--- src/gbn_pkg.sv ---
`timescale 1ns / 1ps

package gbn_pkg;

  localparam int MAX_WINDOW    = 8;
  localparam int SEQ_WIDTH     = 8;
  localparam int PAYLOAD_WIDTH = 32;

  localparam int IDX_W   = (MAX_WINDOW > 1) ? $clog2(MAX_WINDOW) : 1;
  localparam int CNT_W   = $clog2(MAX_WINDOW + 1);
  localparam int MOD_W   = SEQ_WIDTH + 1;
  localparam int MOD_TOP = 1 << SEQ_WIDTH;
  localparam int RC_W    = $clog2(SEQ_WIDTH + 1);

  // Configuration register fields.
  localparam int WINCFG_W = 4;
  localparam int MODCFG_W = 9;
  localparam int CFG_AW   = 3;
  localparam int CFG_DW   = 32;

  localparam logic REG_WINDOW  = 1'b0;
  localparam logic REG_MODULUS = 1'b1;

  localparam logic [WINCFG_W-1:0] WINDOW_RESET  = WINCFG_W'(4);
  localparam logic [MODCFG_W-1:0] MODULUS_RESET = MODCFG_W'(8);

  localparam logic [1:0] OP_SEND    = 2'd0;
  localparam logic [1:0] OP_ACK     = 2'd1;
  localparam logic [1:0] OP_TIMEOUT = 2'd2;

  localparam logic [2:0] ST_REFUSED     = 3'd0;
  localparam logic [2:0] ST_SENT        = 3'd1;
  localparam logic [2:0] ST_RESENT      = 3'd2;
  localparam logic [2:0] ST_ACK_OK      = 3'd3;
  localparam logic [2:0] ST_ACK_CORRUPT = 3'd4;
  localparam logic [2:0] ST_ACK_OUTSIDE = 3'd5;
  localparam logic [2:0] ST_TO_EMPTY    = 3'd6;

  typedef struct packed {
    logic [1:0]               op;
    logic [PAYLOAD_WIDTH-1:0] payload;
    logic [SEQ_WIDTH-1:0]     ack_num;
    logic                     ack_checksum_ok;
    logic [SEQ_WIDTH-1:0]     expired_seq;
  } in_item_t;

  typedef struct packed {
    logic [2:0]               status;
    logic [SEQ_WIDTH-1:0]     pkt_seq;
    logic [PAYLOAD_WIDTH-1:0] pkt_payload;
    logic                     timer_stop;
    logic [SEQ_WIDTH-1:0]     timer_stop_seq;
    logic                     timer_start;
    logic [SEQ_WIDTH-1:0]     timer_start_seq;
    logic [CNT_W-1:0]         window_fill;
    logic [SEQ_WIDTH-1:0]     base_seq;
    logic                     last;
  } out_item_t;

  // Controller to datapath.
  typedef struct packed {
    logic accept;
    logic ack_step;
    logic exec;
    logic replay;
  } gbn_cmd_t;

  // Datapath to controller.
  typedef struct packed {
    logic       rem_busy;
    logic [1:0] op;
    logic       has_pkts;
    logic       replay_last;
  } gbn_sts_t;

endpackage

--- src/gbn_ram.sv ---
`timescale 1ns / 1ps

module gbn_ram #(
  parameter int WIDTH = 32,
  parameter int DEPTH = 8
) (
  input  logic                                  clk,
  input  logic                                  we,
  input  logic [((DEPTH > 1) ? $clog2(DEPTH) : 1)-1:0] waddr,
  input  logic [WIDTH-1:0]                      wdata,
  input  logic [((DEPTH > 1) ? $clog2(DEPTH) : 1)-1:0] raddr,
  output logic [WIDTH-1:0]                      rdata
);

  logic [WIDTH-1:0] mem_r [DEPTH];

  always_ff @(posedge clk) begin
    if (we) begin
      mem_r[waddr] <= wdata;
    end
    rdata <= mem_r[raddr];
  end

endmodule

--- src/gbn_ctrl.sv ---
`timescale 1ns / 1ps

module gbn_ctrl (
  input  logic              clk,
  input  logic              rst_n,
  input  logic              start,
  input  logic [1:0]        in_op,
  input  gbn_pkg::gbn_sts_t sts,
  output gbn_pkg::gbn_cmd_t cmd,
  output logic              busy
);

  typedef enum logic [1:0] {
    S_IDLE,
    S_ACK,
    S_EXEC,
    S_REPLAY
  } state_t;

  state_t state_r, state_nxt;
  logic   busy_r;

  always_comb begin
    cmd       = '0;
    state_nxt = state_r;
    unique case (state_r)
      S_IDLE: begin
        if (start) begin
          cmd.accept = 1'b1;
          state_nxt  = (in_op == gbn_pkg::OP_ACK) ? S_ACK : S_EXEC;
        end
      end
      // The ack number has been reduced; now reduce the base.
      S_ACK: begin
        if (!sts.rem_busy) begin
          cmd.ack_step = 1'b1;
          state_nxt    = S_EXEC;
        end
      end
      S_EXEC: begin
        if (!sts.rem_busy) begin
          cmd.exec = 1'b1;
          if (sts.op == gbn_pkg::OP_TIMEOUT && sts.has_pkts) begin
            state_nxt = S_REPLAY;
          end else begin
            state_nxt = S_IDLE;
          end
        end
      end
      S_REPLAY: begin
        cmd.replay = 1'b1;
        if (sts.replay_last) begin
          state_nxt = S_IDLE;
        end
      end
      default: state_nxt = S_IDLE;
    endcase
  end

  always_ff @(posedge clk) begin
    if (!rst_n) begin
      state_r <= S_IDLE;
      busy_r  <= 1'b0;
    end else begin
      state_r <= state_nxt;
      busy_r  <= (state_nxt != S_IDLE);
    end
  end

  assign busy = busy_r;

endmodule

--- src/gbn_dp.sv ---
`timescale 1ns / 1ps

module gbn_dp (
  input  logic                              clk,
  input  logic                              rst_n,
  input  gbn_pkg::gbn_cmd_t                 cmd,
  output gbn_pkg::gbn_sts_t                 sts,
  input  gbn_pkg::in_item_t                 in_item,
  output gbn_pkg::out_item_t                out_item,
  output logic                              out_strobe,
  input  logic                              cfg_wr,
  input  logic [gbn_pkg::CFG_AW-1:0]        cfg_addr,
  input  logic [gbn_pkg::CFG_DW-1:0]        cfg_wdata,
  output logic [gbn_pkg::CFG_DW-1:0]        cfg_rdata
);

  localparam int SW = gbn_pkg::SEQ_WIDTH;
  localparam int MW = gbn_pkg::MOD_W;
  localparam int CW = gbn_pkg::CNT_W;
  localparam int IW = gbn_pkg::IDX_W;
  localparam int PW = gbn_pkg::PAYLOAD_WIDTH;

  // Configuration registers.
  logic [gbn_pkg::WINCFG_W-1:0] win_cfg_r;
  logic [gbn_pkg::MODCFG_W-1:0] mod_cfg_r;
  logic [MW-1:0]                mod_eff;
  logic [CW-1:0]                win_eff;
  int                           win_tmp;

  // Protocol state.
  logic [SW-1:0] base_r, base_nxt;
  logic [SW-1:0] next_r, next_nxt;
  logic [CW-1:0] count_r, count_nxt;
  logic [IW-1:0] head_r, head_nxt;

  // Latched item.
  logic [1:0]    op_r;
  logic [PW-1:0] pay_r;
  logic          chk_r;
  logic [SW-1:0] es_r;
  logic [SW-1:0] ack_m_r;

  // Remainder unit: one quotient bit per cycle, skipped when already in range.
  logic [SW-1:0]             rem_r, rem_nxt;
  logic [SW-1:0]             src_r, src_nxt;
  logic [gbn_pkg::RC_W-1:0]  rcnt_r, rcnt_nxt;
  logic                      rem_load;
  logic [SW-1:0]             rem_opnd;
  logic [MW-1:0]             rem_t;

  // Replay.
  logic [IW-1:0] ridx_r, ridx_nxt, ridx_inc;
  logic [IW-1:0] rep_i_r, rep_i_nxt;
  logic [SW-1:0] rseq_r, rseq_nxt, rseq_inc;

  // Output register.
  gbn_pkg::out_item_t out_r, out_nxt;
  logic               strobe_r, strobe_nxt;

  // Memory port.
  logic          ram_we;
  logic [IW-1:0] ram_waddr, ram_raddr;
  logic [PW-1:0] ram_rdata;

  // Work values.
  logic [CW:0]   wsum, hsum;
  logic [MW-1:0] seq_inc, off;
  logic [MW:0]   nb_sum;
  logic [SW-1:0] nb;
  logic          more;

  always_comb begin
    if (int'(mod_cfg_r) < 2) begin
      mod_eff = MW'(2);
    end else if (int'(mod_cfg_r) > gbn_pkg::MOD_TOP) begin
      mod_eff = MW'(gbn_pkg::MOD_TOP);
    end else begin
      mod_eff = MW'(mod_cfg_r);
    end
    win_tmp = int'(win_cfg_r);
    if (win_tmp < 1) begin
      win_tmp = 1;
    end
    if (win_tmp > gbn_pkg::MAX_WINDOW) begin
      win_tmp = gbn_pkg::MAX_WINDOW;
    end
    if (win_tmp > int'(mod_eff) - 1) begin
      win_tmp = int'(mod_eff) - 1;
    end
    win_eff = CW'(win_tmp);
  end

  always_comb begin
    cfg_rdata = '0;
    if (cfg_addr[2] == gbn_pkg::REG_WINDOW) begin
      cfg_rdata = gbn_pkg::CFG_DW'(win_cfg_r);
    end else begin
      cfg_rdata = gbn_pkg::CFG_DW'(mod_cfg_r);
    end
  end

  // Remainder unit.
  always_comb begin
    rem_load = cmd.accept | cmd.ack_step;
    rem_opnd = base_r;
    if (cmd.accept) begin
      unique case (in_item.op)
        gbn_pkg::OP_SEND: rem_opnd = next_r;
        gbn_pkg::OP_ACK:  rem_opnd = in_item.ack_num;
        default:          rem_opnd = base_r;
      endcase
    end
    rem_t    = {rem_r, src_r[SW-1]};
    rem_nxt  = rem_r;
    src_nxt  = src_r;
    rcnt_nxt = rcnt_r;
    if (rem_load) begin
      if (MW'(rem_opnd) < mod_eff) begin
        rem_nxt  = rem_opnd;
        rcnt_nxt = '0;
      end else begin
        rem_nxt  = '0;
        src_nxt  = rem_opnd;
        rcnt_nxt = gbn_pkg::RC_W'(SW);
      end
    end else if (rcnt_r != '0) begin
      rem_nxt  = (rem_t >= mod_eff) ? SW'(rem_t - mod_eff) : SW'(rem_t);
      src_nxt  = src_r << 1;
      rcnt_nxt = rcnt_r - 1'b1;
    end
  end

  // Main step logic.
  always_comb begin
    base_nxt   = base_r;
    next_nxt   = next_r;
    count_nxt  = count_r;
    head_nxt   = head_r;
    ridx_nxt   = ridx_r;
    rep_i_nxt  = rep_i_r;
    rseq_nxt   = rseq_r;
    strobe_nxt = 1'b0;
    out_nxt    = '0;
    ram_we     = 1'b0;

    wsum = (CW+1)'(head_r) + (CW+1)'(count_r);
    if (int'(wsum) >= gbn_pkg::MAX_WINDOW) begin
      wsum = wsum - (CW+1)'(gbn_pkg::MAX_WINDOW);
    end
    ram_waddr = IW'(wsum);

    seq_inc = MW'(rem_r) + MW'(1);
    if (seq_inc == mod_eff) begin
      seq_inc = '0;
    end

    if (MW'(ack_m_r) >= MW'(rem_r)) begin
      off = MW'(ack_m_r) - MW'(rem_r);
    end else begin
      off = MW'(ack_m_r) + mod_eff - MW'(rem_r);
    end
    nb_sum = (MW+1)'(rem_r) + (MW+1)'(off) + (MW+1)'(1);
    if (nb_sum >= (MW+1)'(mod_eff)) begin
      nb_sum = nb_sum - (MW+1)'(mod_eff);
    end
    nb   = SW'(nb_sum);
    hsum = (CW+1)'(head_r) + (CW+1)'(CW'(off)) + (CW+1)'(1);
    if (int'(hsum) >= gbn_pkg::MAX_WINDOW) begin
      hsum = hsum - (CW+1)'(gbn_pkg::MAX_WINDOW);
    end
    more = (count_r != CW'(off) + CW'(1));

    ridx_inc = (ridx_r == IW'(gbn_pkg::MAX_WINDOW - 1)) ? '0 : ridx_r + 1'b1;
    // The replayed sequence number steps and wraps on its own, since the fill
    // may exceed a modulus that was lowered while packets were outstanding.
    rseq_inc = (MW'(rseq_r) + MW'(1) == mod_eff) ? '0 : rseq_r + 1'b1;
    ram_raddr = cmd.replay ? ridx_inc : head_r;

    out_nxt.last = 1'b1;

    if (cmd.exec) begin
      unique case (op_r)
        gbn_pkg::OP_SEND: begin
          strobe_nxt = 1'b1;
          if (count_r >= win_eff) begin
            out_nxt.status = gbn_pkg::ST_REFUSED;
          end else begin
            ram_we                  = 1'b1;
            count_nxt               = count_r + 1'b1;
            next_nxt                = SW'(seq_inc);
            out_nxt.status          = gbn_pkg::ST_SENT;
            out_nxt.pkt_seq         = rem_r;
            out_nxt.pkt_payload     = pay_r;
            out_nxt.timer_start     = (count_r == '0);
            out_nxt.timer_start_seq = (count_r == '0) ? rem_r : '0;
          end
        end
        gbn_pkg::OP_ACK: begin
          strobe_nxt = 1'b1;
          if (!chk_r) begin
            out_nxt.status = gbn_pkg::ST_ACK_CORRUPT;
          end else if (int'(off) >= int'(count_r)) begin
            out_nxt.status = gbn_pkg::ST_ACK_OUTSIDE;
          end else begin
            count_nxt               = count_r - CW'(off) - CW'(1);
            head_nxt                = IW'(hsum);
            base_nxt                = nb;
            out_nxt.status          = gbn_pkg::ST_ACK_OK;
            out_nxt.timer_stop      = 1'b1;
            out_nxt.timer_stop_seq  = rem_r;
            out_nxt.timer_start     = more;
            out_nxt.timer_start_seq = more ? nb : '0;
          end
        end
        gbn_pkg::OP_TIMEOUT: begin
          if (count_r == '0) begin
            strobe_nxt              = 1'b1;
            out_nxt.status          = gbn_pkg::ST_TO_EMPTY;
            out_nxt.timer_stop      = 1'b1;
            out_nxt.timer_stop_seq  = es_r;
            out_nxt.timer_start     = 1'b1;
            out_nxt.timer_start_seq = es_r;
          end else begin
            // The oldest entry is read now; results follow one per cycle.
            ridx_nxt  = head_r;
            rep_i_nxt = '0;
            rseq_nxt  = rem_r;
          end
        end
        default: begin
        end
      endcase
    end

    if (cmd.replay) begin
      strobe_nxt              = 1'b1;
      out_nxt.status          = gbn_pkg::ST_RESENT;
      out_nxt.pkt_seq         = rseq_r;
      out_nxt.pkt_payload     = ram_rdata;
      out_nxt.timer_stop      = (rep_i_r == '0);
      out_nxt.timer_stop_seq  = (rep_i_r == '0) ? es_r : '0;
      out_nxt.timer_start     = (rep_i_r == '0);
      out_nxt.timer_start_seq = (rep_i_r == '0) ? es_r : '0;
      out_nxt.last            = (CW'(rep_i_r) + CW'(1) == count_r);
      ridx_nxt                = ridx_inc;
      rep_i_nxt               = rep_i_r + 1'b1;
      rseq_nxt                = rseq_inc;
    end

    out_nxt.window_fill = count_nxt;
    out_nxt.base_seq    = base_nxt;
  end

  always_ff @(posedge clk) begin
    if (!rst_n) begin
      win_cfg_r <= gbn_pkg::WINDOW_RESET;
      mod_cfg_r <= gbn_pkg::MODULUS_RESET;
      base_r    <= '0;
      next_r    <= '0;
      count_r   <= '0;
      head_r    <= '0;
      rcnt_r    <= '0;
      strobe_r  <= 1'b0;
      op_r      <= gbn_pkg::OP_SEND;
    end else begin
      if (cfg_wr) begin
        if (cfg_addr[2] == gbn_pkg::REG_WINDOW) begin
          win_cfg_r <= cfg_wdata[gbn_pkg::WINCFG_W-1:0];
        end else begin
          mod_cfg_r <= cfg_wdata[gbn_pkg::MODCFG_W-1:0];
        end
      end
      base_r   <= base_nxt;
      next_r   <= next_nxt;
      count_r  <= count_nxt;
      head_r   <= head_nxt;
      rcnt_r   <= rcnt_nxt;
      strobe_r <= strobe_nxt;
      if (cmd.accept) begin
        op_r <= in_item.op;
      end
    end
  end

  always_ff @(posedge clk) begin
    if (cmd.accept) begin
      pay_r <= in_item.payload;
      chk_r <= in_item.ack_checksum_ok;
      es_r  <= in_item.expired_seq;
    end
    if (cmd.ack_step) begin
      ack_m_r <= rem_r;
    end
    rem_r   <= rem_nxt;
    src_r   <= src_nxt;
    ridx_r  <= ridx_nxt;
    rep_i_r <= rep_i_nxt;
    rseq_r  <= rseq_nxt;
    out_r   <= out_nxt;
  end

  gbn_ram #(
    .WIDTH(PW),
    .DEPTH(gbn_pkg::MAX_WINDOW)
  ) u_store (
    .clk  (clk),
    .we   (ram_we),
    .waddr(ram_waddr),
    .wdata(pay_r),
    .raddr(ram_raddr),
    .rdata(ram_rdata)
  );

  assign sts.rem_busy    = (rcnt_r != '0);
  assign sts.op          = op_r;
  assign sts.has_pkts    = (count_r != '0);
  assign sts.replay_last = (CW'(rep_i_r) + CW'(1) == count_r);

  assign out_item   = out_r;
  assign out_strobe = strobe_r;

endmodule

--- src/go_back_n_sender_window.sv ---
`timescale 1ns / 1ps

// Go-Back-N sender window. An operation is taken when start is high and busy is
// low; each result appears for exactly one cycle with out_strobe high and must be
// captured then, since the receiver cannot stall the block. An op 3 produces no
// result. An acknowledgement first reduces the ack number and then the base. A
// timeout with packets outstanding replays the stored payloads one per cycle
// through the single read port of the window memory. A sequence or ack number at
// or above the current modulus first goes through the bit-serial remainder unit.
module go_back_n_sender_window (
  input  logic                         clk,
  input  logic                         rst_n,
  input  logic                         start,
  output logic                         busy,
  input  gbn_pkg::in_item_t            in_item,
  output gbn_pkg::out_item_t           out_item,
  output logic                         out_strobe,
  input  logic                         psel,
  input  logic                         penable,
  input  logic                         pwrite,
  input  logic [gbn_pkg::CFG_AW-1:0]   paddr,
  input  logic [gbn_pkg::CFG_DW-1:0]   pwdata,
  output logic [gbn_pkg::CFG_DW-1:0]   prdata,
  output logic                         pready
);

  gbn_pkg::gbn_cmd_t cmd;
  gbn_pkg::gbn_sts_t sts;
  logic              cfg_wr;

  assign pready = 1'b1;
  assign cfg_wr = psel & penable & pwrite;

  gbn_ctrl u_ctrl (
    .clk  (clk),
    .rst_n(rst_n),
    .start(start),
    .in_op(in_item.op),
    .sts  (sts),
    .cmd  (cmd),
    .busy (busy)
  );

  gbn_dp u_dp (
    .clk       (clk),
    .rst_n     (rst_n),
    .cmd       (cmd),
    .sts       (sts),
    .in_item   (in_item),
    .out_item  (out_item),
    .out_strobe(out_strobe),
    .cfg_wr    (cfg_wr),
    .cfg_addr  (paddr),
    .cfg_wdata (pwdata),
    .cfg_rdata (prdata)
  );

endmodule

--- config.mk ---
export PLATFORM = sky130hd
export DESIGN_NAME = go_back_n_sender_window
export DESIGN_NICKNAME = d
export VERILOG_FILES = /design/src/gbn_pkg.sv /design/src/gbn_ram.sv /design/src/gbn_ctrl.sv /design/src/gbn_dp.sv /design/src/go_back_n_sender_window.sv
export SDC_FILE = /design/constraint.sdc
export NUM_CORES = 1
export LEC_CHECK = 0
export BUFFER_PORTS_ARGS = -buffer_cell sky130_fd_sc_hd__clkbuf_2
export CORE_UTILIZATION = 50
export CTS_BUF_LIST = sky130_fd_sc_hd__clkbuf_8
export DETAILED_ROUTE_END_ITERATION = 16
export GPL_TIMING_DRIVEN = 0
export PLACE_DENSITY = 0.7
export SETUP_SLACK_MARGIN = 0.5
export SLEW_MARGIN = 30
export SYNTH_ARGS = -nofsm -noshare
export SYNTH_HDL_FRONTEND = slang
export SYNTH_SLANG_ARGS = --single-unit
--- constraint.sdc ---
create_clock -name clk -period 16.55 [get_ports clk]
set_input_delay 3.31 -clock clk [delete_from_list [all_inputs] [get_ports clk]]
set_output_delay 3.31 -clock clk [all_outputs]
set_load 0.01 [all_outputs]
==> reports/qor.yml, run 1 <==
worst_setup_path:
  path_depth: 4
  crit_family: "buffers and inverters"
  r2r_start: "u_dp.mod_cfg_r[5]"
  worstRegToRegCells: 26
  arrival_ps: 4330
  slowest_delay_ps: 410
  worstReg2RegEnd: "u_dp.out_item[4]"
  worstPathRequired_ps: 13240
  worstSetupEndpoint: "prdata[0]"
  critPathCaptureType: "output port"
  crit_fanout: 10
  crit_top_cell: "clkbuf_2"
  path_buf_inv: 3
  timing.critical_path.from: "paddr[2]"
  reg2reg_slack_ps: 8970
  worstSetupPathType: "primary input to output port"
  crit_chain: "clkbuf_2 > clkbuf_1 > mux2_2 > clkbuf_2"
  startpoint_type: "primary input"
  crit_slowest_cell: "mux2_2"
drt:
  drt_wl_total_um: 59800
  drtIter0Drc: 1714
  drc: 0
  viasPerCell: 5.57
  antenna_left: 0
  drtPass1Iterations: 6
  vias: 16400
  drt-wirelength-per-cell_um: 20.3
layout:
  mostFrequentLayoutCells: "nand2_1, edfxtp_1, nand3_1, dfxtp_1, clkbuf_2"
  fin_nets: 2476
  drive_above_1_share_pct: 15.7
  final_util_pct: 59.3
  n_antenna_cell: 0
  nFillCells: 3532
  layout.cells.most_common: "nand2_1"
  synthToLayoutAreaGrowth_pct: 16.4
min_path:
  holdCritPathClass: "flop to flop"
  hp-start: "u_dp.u_store.rdata[27]"
timing:
  setup_viol: 0
  timing.final.hold_violations: 0
  tightest_slew_ps: 955
  fin_tns_setup_ps: 0
  rsz0062_at_grt: "false"
  finalCritPeriodShare_pct: 46.2
  fin_skew_ps: 32.7
  max_freq_ghz: 0.131
  relSlewSlack_pct: 36.3
  drv_slew: 0
  min_period_ps: 7640
  setup_slack_ps: 8910
clock_tree:
  clk_latency_ps: 650
  cts_root_buf: "clkbuf_8"
  ctsLongestPathBuffers: 3
  clock_sinks: 487
  cts_buffers: 82
  clk_pin_slew_ps: 60
  cts_tree: "done"
  cts_setup_buffers: 0
  cts_hold_buf: 0
  h-tree-depth: 3
  ctsResizeCount: 0
die:
  die-height_um: 212
  boundaryPins: 201
  core_mm2: 0.0433
  die_w_um: 212
  start_util_pct: 50.9
  num_rows: 76
  fp.dieArea_mm2: 0.0449
synth:
  ys_top_cells_by_area: "edfxtp_1, dfxtp_1, nand2_1"
  synth_area_per_cell_um2: 11.0
  netlist_instances: 1995
  syn_area_mm2: 0.0220
  yosysTopAreaCell: "edfxtp_1"
  yosysWarnings: 0
  ys_seq_elements: 487
  yosys.area.top_type_share_pct: 45.7
  synth_edf_count: 335
  synth_flop_cell: "edfxtp_1"
  yosysUniqueCellTypes: 79
  ys_seq_area_share_pct: 59.5
  ys_async_sr_fraction_pct: 0
job:
  maxCapViolCount: 0
placed_design:
  hpwl_um: 42400
  dpl_worst_slack_ps: 8740
  routabilityCongestion: 0.940
  io_buffers: 149
global_routing:
  antenna_found_initial: 1
  grt_max_degree: 30
  grt_remaining_overflow: 0
  track_usage_pct: 27.0
  grt_pass1_vias: 16100
  grt_pass1_wl_um: 90900
power:
  p_per_area_mw_per_mm2: 184
  p_leak_nw: 10.4
  ir_drop_v: 0.000217
run_status:
  status: "finished, final reports clean"
sequential cells by signal (all words and copies together) (netlist names), 9 cells and up:
| register | flops |
|---|---|
| u_dp.pay_r | 32 |
| u_dp.u_store.mem_r | 256 |
| u_dp.u_store.rdata | 32 |
| u_dp.out_item | 74 |
| u_dp.mod_cfg_r | 9 |
per-stage QoR:
stage          total power, mW  hold slack (ps)  area [µm²]  std cells
4_1_cts                   4.71              441       25600       2942
2_1_floorplan             3.08              426       22100       2017
3_3_place_gp              3.57              434       23600       2751
6_report                  4.72              439       25600       2942
3_5_place_dp              3.62              435       24000       2788
5_1_grt                   5.02              462       25600       2942
layer usage:
metal | global-route usage [%] | routed length (µm) | part of all wire (%) | vias to the layer above
met2 | 43.2 | 27500 | 46 | 708
met5 | 0 | 0 | 0 | -
met4 | 8.32 | 1360 | 2.3 | 0
met3 | 4.90 | 4820 | 8.1 | 109
li1 | - | - | - | 7699
met1 | 37.3 | 26100 | 44 | 7882
worst min-delay path by stage:
stage | endpoint | slack (ps) | cells after the start
global placement | u_dp.out_item[47] | 430 | 1
CTS | u_dp.out_item[55] | 440 | 1
detailed placement | u_dp.out_item[45] | 430 | 1
floorplan | u_dp.out_item[60] | 430 | 1
global route | u_dp.out_item[58] | 460 | 1
finish | u_dp.out_item[58] | 440 | 1
worst reg2reg max path, cell delays in order, from the launching register on:
cell	delay (ps)
dfxtp_1	300
clkbuf_1	580
nor3_1	230
nor3b_2	690
inv_1	310
ha_1	440
inv_1	60
ha_1	200
inv_1	80
fa_1	450
a21oi_1	630
ha_1	360
nor2b_1	140
o211ai_1	230
nand2_1	120
or2_2	290
a211oi_1	230
nor2_1	90
ha_1	340
o21ai_0	90
a31oi_1	80
o311a_1	310
o21a_1	170
a311o_1	300
buf_2	200
mux2i_1	380
a21oi_1	130
cell families after synthesis:
family	count (synthesis)	synth area share, %
AND/OR/NAND/NOR	778	16.0
AO/OA/AOI/OAI	322	9.72
flip-flops	487	59.5
buffers and inverters	198	3.92
other	2	0.0341
XOR/XNOR	67	2.66
adder cells (fa/ha/maj)	97	6.02
multiplexers	44	2.11
area by class of cell:
type                            count  area, µm²  area share (%)
Timing Repair Buffer              186       1050            4.11
Sequential cell                   487      13100            51.1
Inverter                           77        292            1.14
Buffer                            121        574            2.24
Multi-Input combinational cell   1332       8200            32.0
Clock inverter                     58        362            1.41
Tap cell                          585        732            2.86
Clock buffer                       96       1320            5.15
power breakdown:
group / internal (mW) / total (mW) / switching, mW
registers: 1.46 / 1.56 / 0.0988
logic: 0.829 / 2.08 / 1.25
clock network: 0.594 / 1.08 / 0.486
total: 2.88 / 4.72 / 1.84
cells in the mapped netlist, types with 4 or more instances:
library cell  count
nand2_1         384
edfxtp_1        335
nand3_1         186
dfxtp_1         152
ha_1             82
clkbuf_1         79
nor2_1           76
inv_1            75
a21oi_1          69
o21ai_0          69
xnor2_1          42
a22o_1           41
mux2i_1          34
buf_4            25
xor2_1           25
nor3_1           22
a22oi_1          18
a21o_1           16
nor2b_1          16
fa_1             15
a211oi_1         14
nand2b_1         14
o21ai_1          14
o22ai_1          14
and2_1           12
buf_1            11
nand4_1          11
a31oi_1          10
and3_1           10
o21a_1           10
mux2_2            9
nor4_1            7
or3_1             7
or2_2             6
a211o_1           5
and4_1            5
nor3b_1           5
o211ai_1          5
nand3b_1          4
o31a_1            4
Power figures use the tool's default switching activity.
==> run 2: changes to the inputs <==
- PLACE_DENSITY: 0.7 -> 0.73
- clock period: 16.55 -> 6.43 ns (I/O delays scaled with it)
==> reports/qor.yml, run 2 (synthesis gave the netlist of run 1 again) <==
layout:
  layout.cells.most_common: "nand2_1"  # unchanged
  n_antenna_cell: 0  # unchanged
  synthToLayoutAreaGrowth_pct: 21.1  # was 16.4%
  finalInstanceArea_mm2: 0.0267  # was 0.0256 mm²
  drive_above_1_share_pct: 20.9  # was 15.7%
  final_util_pct: 61.7  # was 59.3%
  fin_nets: 2528  # was 2476
  mostFrequentLayoutCells: "nand2_1, edfxtp_1, nand3_1, clkbuf_2, dfxtp_1"  # was nand2_1, edfxtp_1, nand3_1, dfxtp_1, clkbuf_2
  register_area_mm2: 0.0131  # about the same
  multi_input_area_mm2: 0.00865  # was 0.00820 mm²
  layout.cells.non_filler: 2991  # was 2942
  nFillCells: 3402  # was 3532
  largest-register: "u_dp.u_store.mem_r"  # unchanged
  largest_reg_flops: 256  # unchanged
global_routing:
  grt_remaining_overflow: 0  # unchanged
  grt_max_degree: 29  # was 30
  antenna_found_initial: 0  # was 1
  grt_pass1_wl_um: 92700  # was 90900 µm
  track_usage_pct: 27.4  # was 27.0%
  grt_pass1_vias: 16500  # was 16100
timing:
  drv_slew: 0  # unchanged
  relSlewSlack_pct: 35.5  # was 36.3%
  timing.final.hold_violations: 0  # unchanged
  finalCritPeriodShare_pct: 93.9
  max_freq_ghz: 0.166
  tightest_slew_ps: 965  # was 955 ps
  hold_ws_ps: 444  # was 439 ps
  setup_viol: 0  # unchanged
  min_period_ps: 6040
  fin_tns_setup_ps: 0  # unchanged
  rsz0062_at_grt: "true"  # was false
  fin_skew_ps: 28.6  # was 32.7 ps
  setup_slack_ps: 389  # was 8910 ps
die:
  boundaryPins: 201  # unchanged
  num_rows: 76  # unchanged
  fp.dieArea_mm2: 0.0449  # unchanged
  die_w_um: 212  # unchanged
  core_mm2: 0.0433  # unchanged
  start_util_pct: 50.9  # unchanged
  die-height_um: 212  # unchanged
drt:
  drtPass1Iterations: 6  # unchanged
  viasPerCell: 5.69  # was 5.57
  vias: 17000  # was 16400
  drt-wirelength-per-cell_um: 20.6  # was 20.3 µm
  drt_wl_total_um: 61700  # was 59800 µm
  drc: 0  # unchanged
  drtIter0Drc: 1755  # was 1714
  antenna_left: 0  # unchanged
min_path:
  worst_hold_path.num_cells: 1  # unchanged
  hp-start: "u_dp.u_store.rdata[11]"  # was u_dp.u_store.rdata[27]
  holdCritPathClass: "flop to flop"  # unchanged
  hold-path-endpoint: "u_dp.out_item[42]"  # was u_dp.out_item[58]
placed_design:
  io_buffers: 149  # unchanged
  routabilityCongestion: 0.934  # was 0.940
  placed_area_mm2: 0.0240  # about the same
  dpl_worst_slack_ps: -833  # was 8740 ps
  hpwl_um: 41900  # was 42400 µm
  place_inst: 2772  # was 2788
power:
  clkPwrFrac_pct: 19.3  # was 22.9%
  seq_power_share_pct: 27.1  # was 33.0%
  p_total_mw: 14.6  # was 4.72 mW
  p_per_area_mw_per_mm2: 546  # was 184 mW/mm²
  p_leak_nw: 10.8  # was 10.4 nW
  ir_drop_v: 0.000748  # was 0.000217 V
  combPwrFrac_pct: 53.7  # was 44.1%
  p_int_mw: 8.87  # was 2.88 mW
  sw_frac_of_total_pct: 39.1  # was 39.0%
  p_sw_mw: 5.69  # was 1.84 mW
worst_setup_path:
  arrival_ps: 6620  # was 4330 ps
  startpoint_type: "flop"  # was primary input
  worstPathRequired_ps: 7010  # was 13240 ps
  worstSetupPathType: "flop to flop"  # was primary input to output port
  r2r_start: "u_dp.mod_cfg_r[6]"  # was u_dp.mod_cfg_r[5]
  reg2reg_slack_ps: 390  # was 8970 ps
  critPathCaptureType: "flop"  # was output port
  worstRegToRegCells: 23  # was 26
  worstReg2RegEnd: "u_dp.out_item[2]"  # was u_dp.out_item[4]
  crit_fanout: 8  # was 10
clock_tree:
  h-tree-depth: 3  # unchanged
  clk_pin_slew_ps: 60  # about the same
  cts_tree: "done"  # unchanged
  clock_sinks: 487  # unchanged
  ctsLongestPathBuffers: 3  # unchanged
  cts_buffers: 81  # was 82
  clk_latency_ps: 660  # was 650 ps
  cts_root_buf: "clkbuf_8"  # unchanged
  cts_hold_buf: 0  # unchanged
run_status:
  status: "finished, final reports clean"  # unchanged
job:
  maxCapViolCount: 0  # unchanged
[run 2: cell count changes in the layout (fill, tap and decap cells not counted), moves of 6 or more]
cell      delta
buf_6        +9
buf_4       +53
inv_1       -19
clkbuf_1    -11
a21oi_1      -6
a211oi_1     -7
a211oi_2     +6
mux2i_4      +6
clkinv_2    +11
buf_2       -14
mux2i_1      -6
o21ai_2      +8
[run 2: metal layers]
| layer | track usage (%) | share of wire (%) | vias up |
|---|---|---|---|
| met5 | 0 | 0 | - |
| met4 | 12.6 | 3.9 | 0 |
| met3 | 5.92 | 9.2 | 161 |
| met2 | 43.3 | 46 | 901 |
| met1 | 36.2 | 41 | 8162 |
| li1 | - | - | 7799 |
[run 2: critical path, cell delays in order, from the launching register on]
cell and delay, ps:
dfxtp_4 350, or4_4 570, nor3_2 190, o21a_2 180
clkinvlp_4 140, fa_1 550, fa_2 490, a21oi_4 200
ha_1 240, nor2b_1 140, o211ai_1 230, nand2_1 130
or2_4 250, a211oi_2 210, nor2_1 90, ha_1 300
o21ai_1 90, a31oi_1 70, o311a_1 360, o21a_1 200
a311o_1 320, buf_12 180, mux2_4 330, mux2i_1 150
[run 2: worst max path at each step]
| stage | startpoint | end | slack, ps | depth (start not counted) |
|---|---|---|---|---|
| detailed placement | u_dp.mod_cfg_r[5] | u_dp.u_store.mem_r[0][18] | -830 | 24 |
| global route | u_dp.rem_r[6] | u_dp.base_r[0] | 220 | 29 |
| floorplan | u_dp.mod_cfg_r[3] | u_dp.u_store.mem_r[3][0] | 410 | 22 |
| CTS | u_dp.mod_cfg_r[4] | u_dp.out_item[13] | 500 | 26 |
| global placement | u_dp.mod_cfg_r[5] | u_dp.u_store.mem_r[1][24] | -2440 | 22 |
| finish | u_dp.mod_cfg_r[6] | u_dp.out_item[2] | 390 | 23 |
[run 2: layout make-up]
type / instances / area share, %
Buffer: 121 / 2.43
Inverter: 77 / 1.13
Clock buffer: 91 / 4.69
Timing Repair Buffer: 239 / 5.91
Tap cell: 585 / 2.74
Multi-Input combinational cell: 1332 / 32.4
Clock inverter: 59 / 1.53
Sequential cell: 487 / 49.1
[run 2: what timing repair did]
item / 4_1_cts / 5_1_grt
pin swaps: 31 / 20
hold endpoints to repair: 0 / 0
endpoints found under the setup margin: 327 / 243
resized for setup: 84 / 45
buffers inserted: 54 / 15
[run 2: power by group through the flow]
stage | clock network [mW] | registers (mW) | logic [mW]
3_3_place_gp | 0 | 4.05 | 5.10
3_5_place_dp | 0 | 4.06 | 5.27
4_1_cts | 2.84 | 3.94 | 7.11
2_1_floorplan | 0 | 3.99 | 3.93
5_1_grt | 2.97 | 3.96 | 8.36
6_report | 2.80 | 3.94 | 7.82
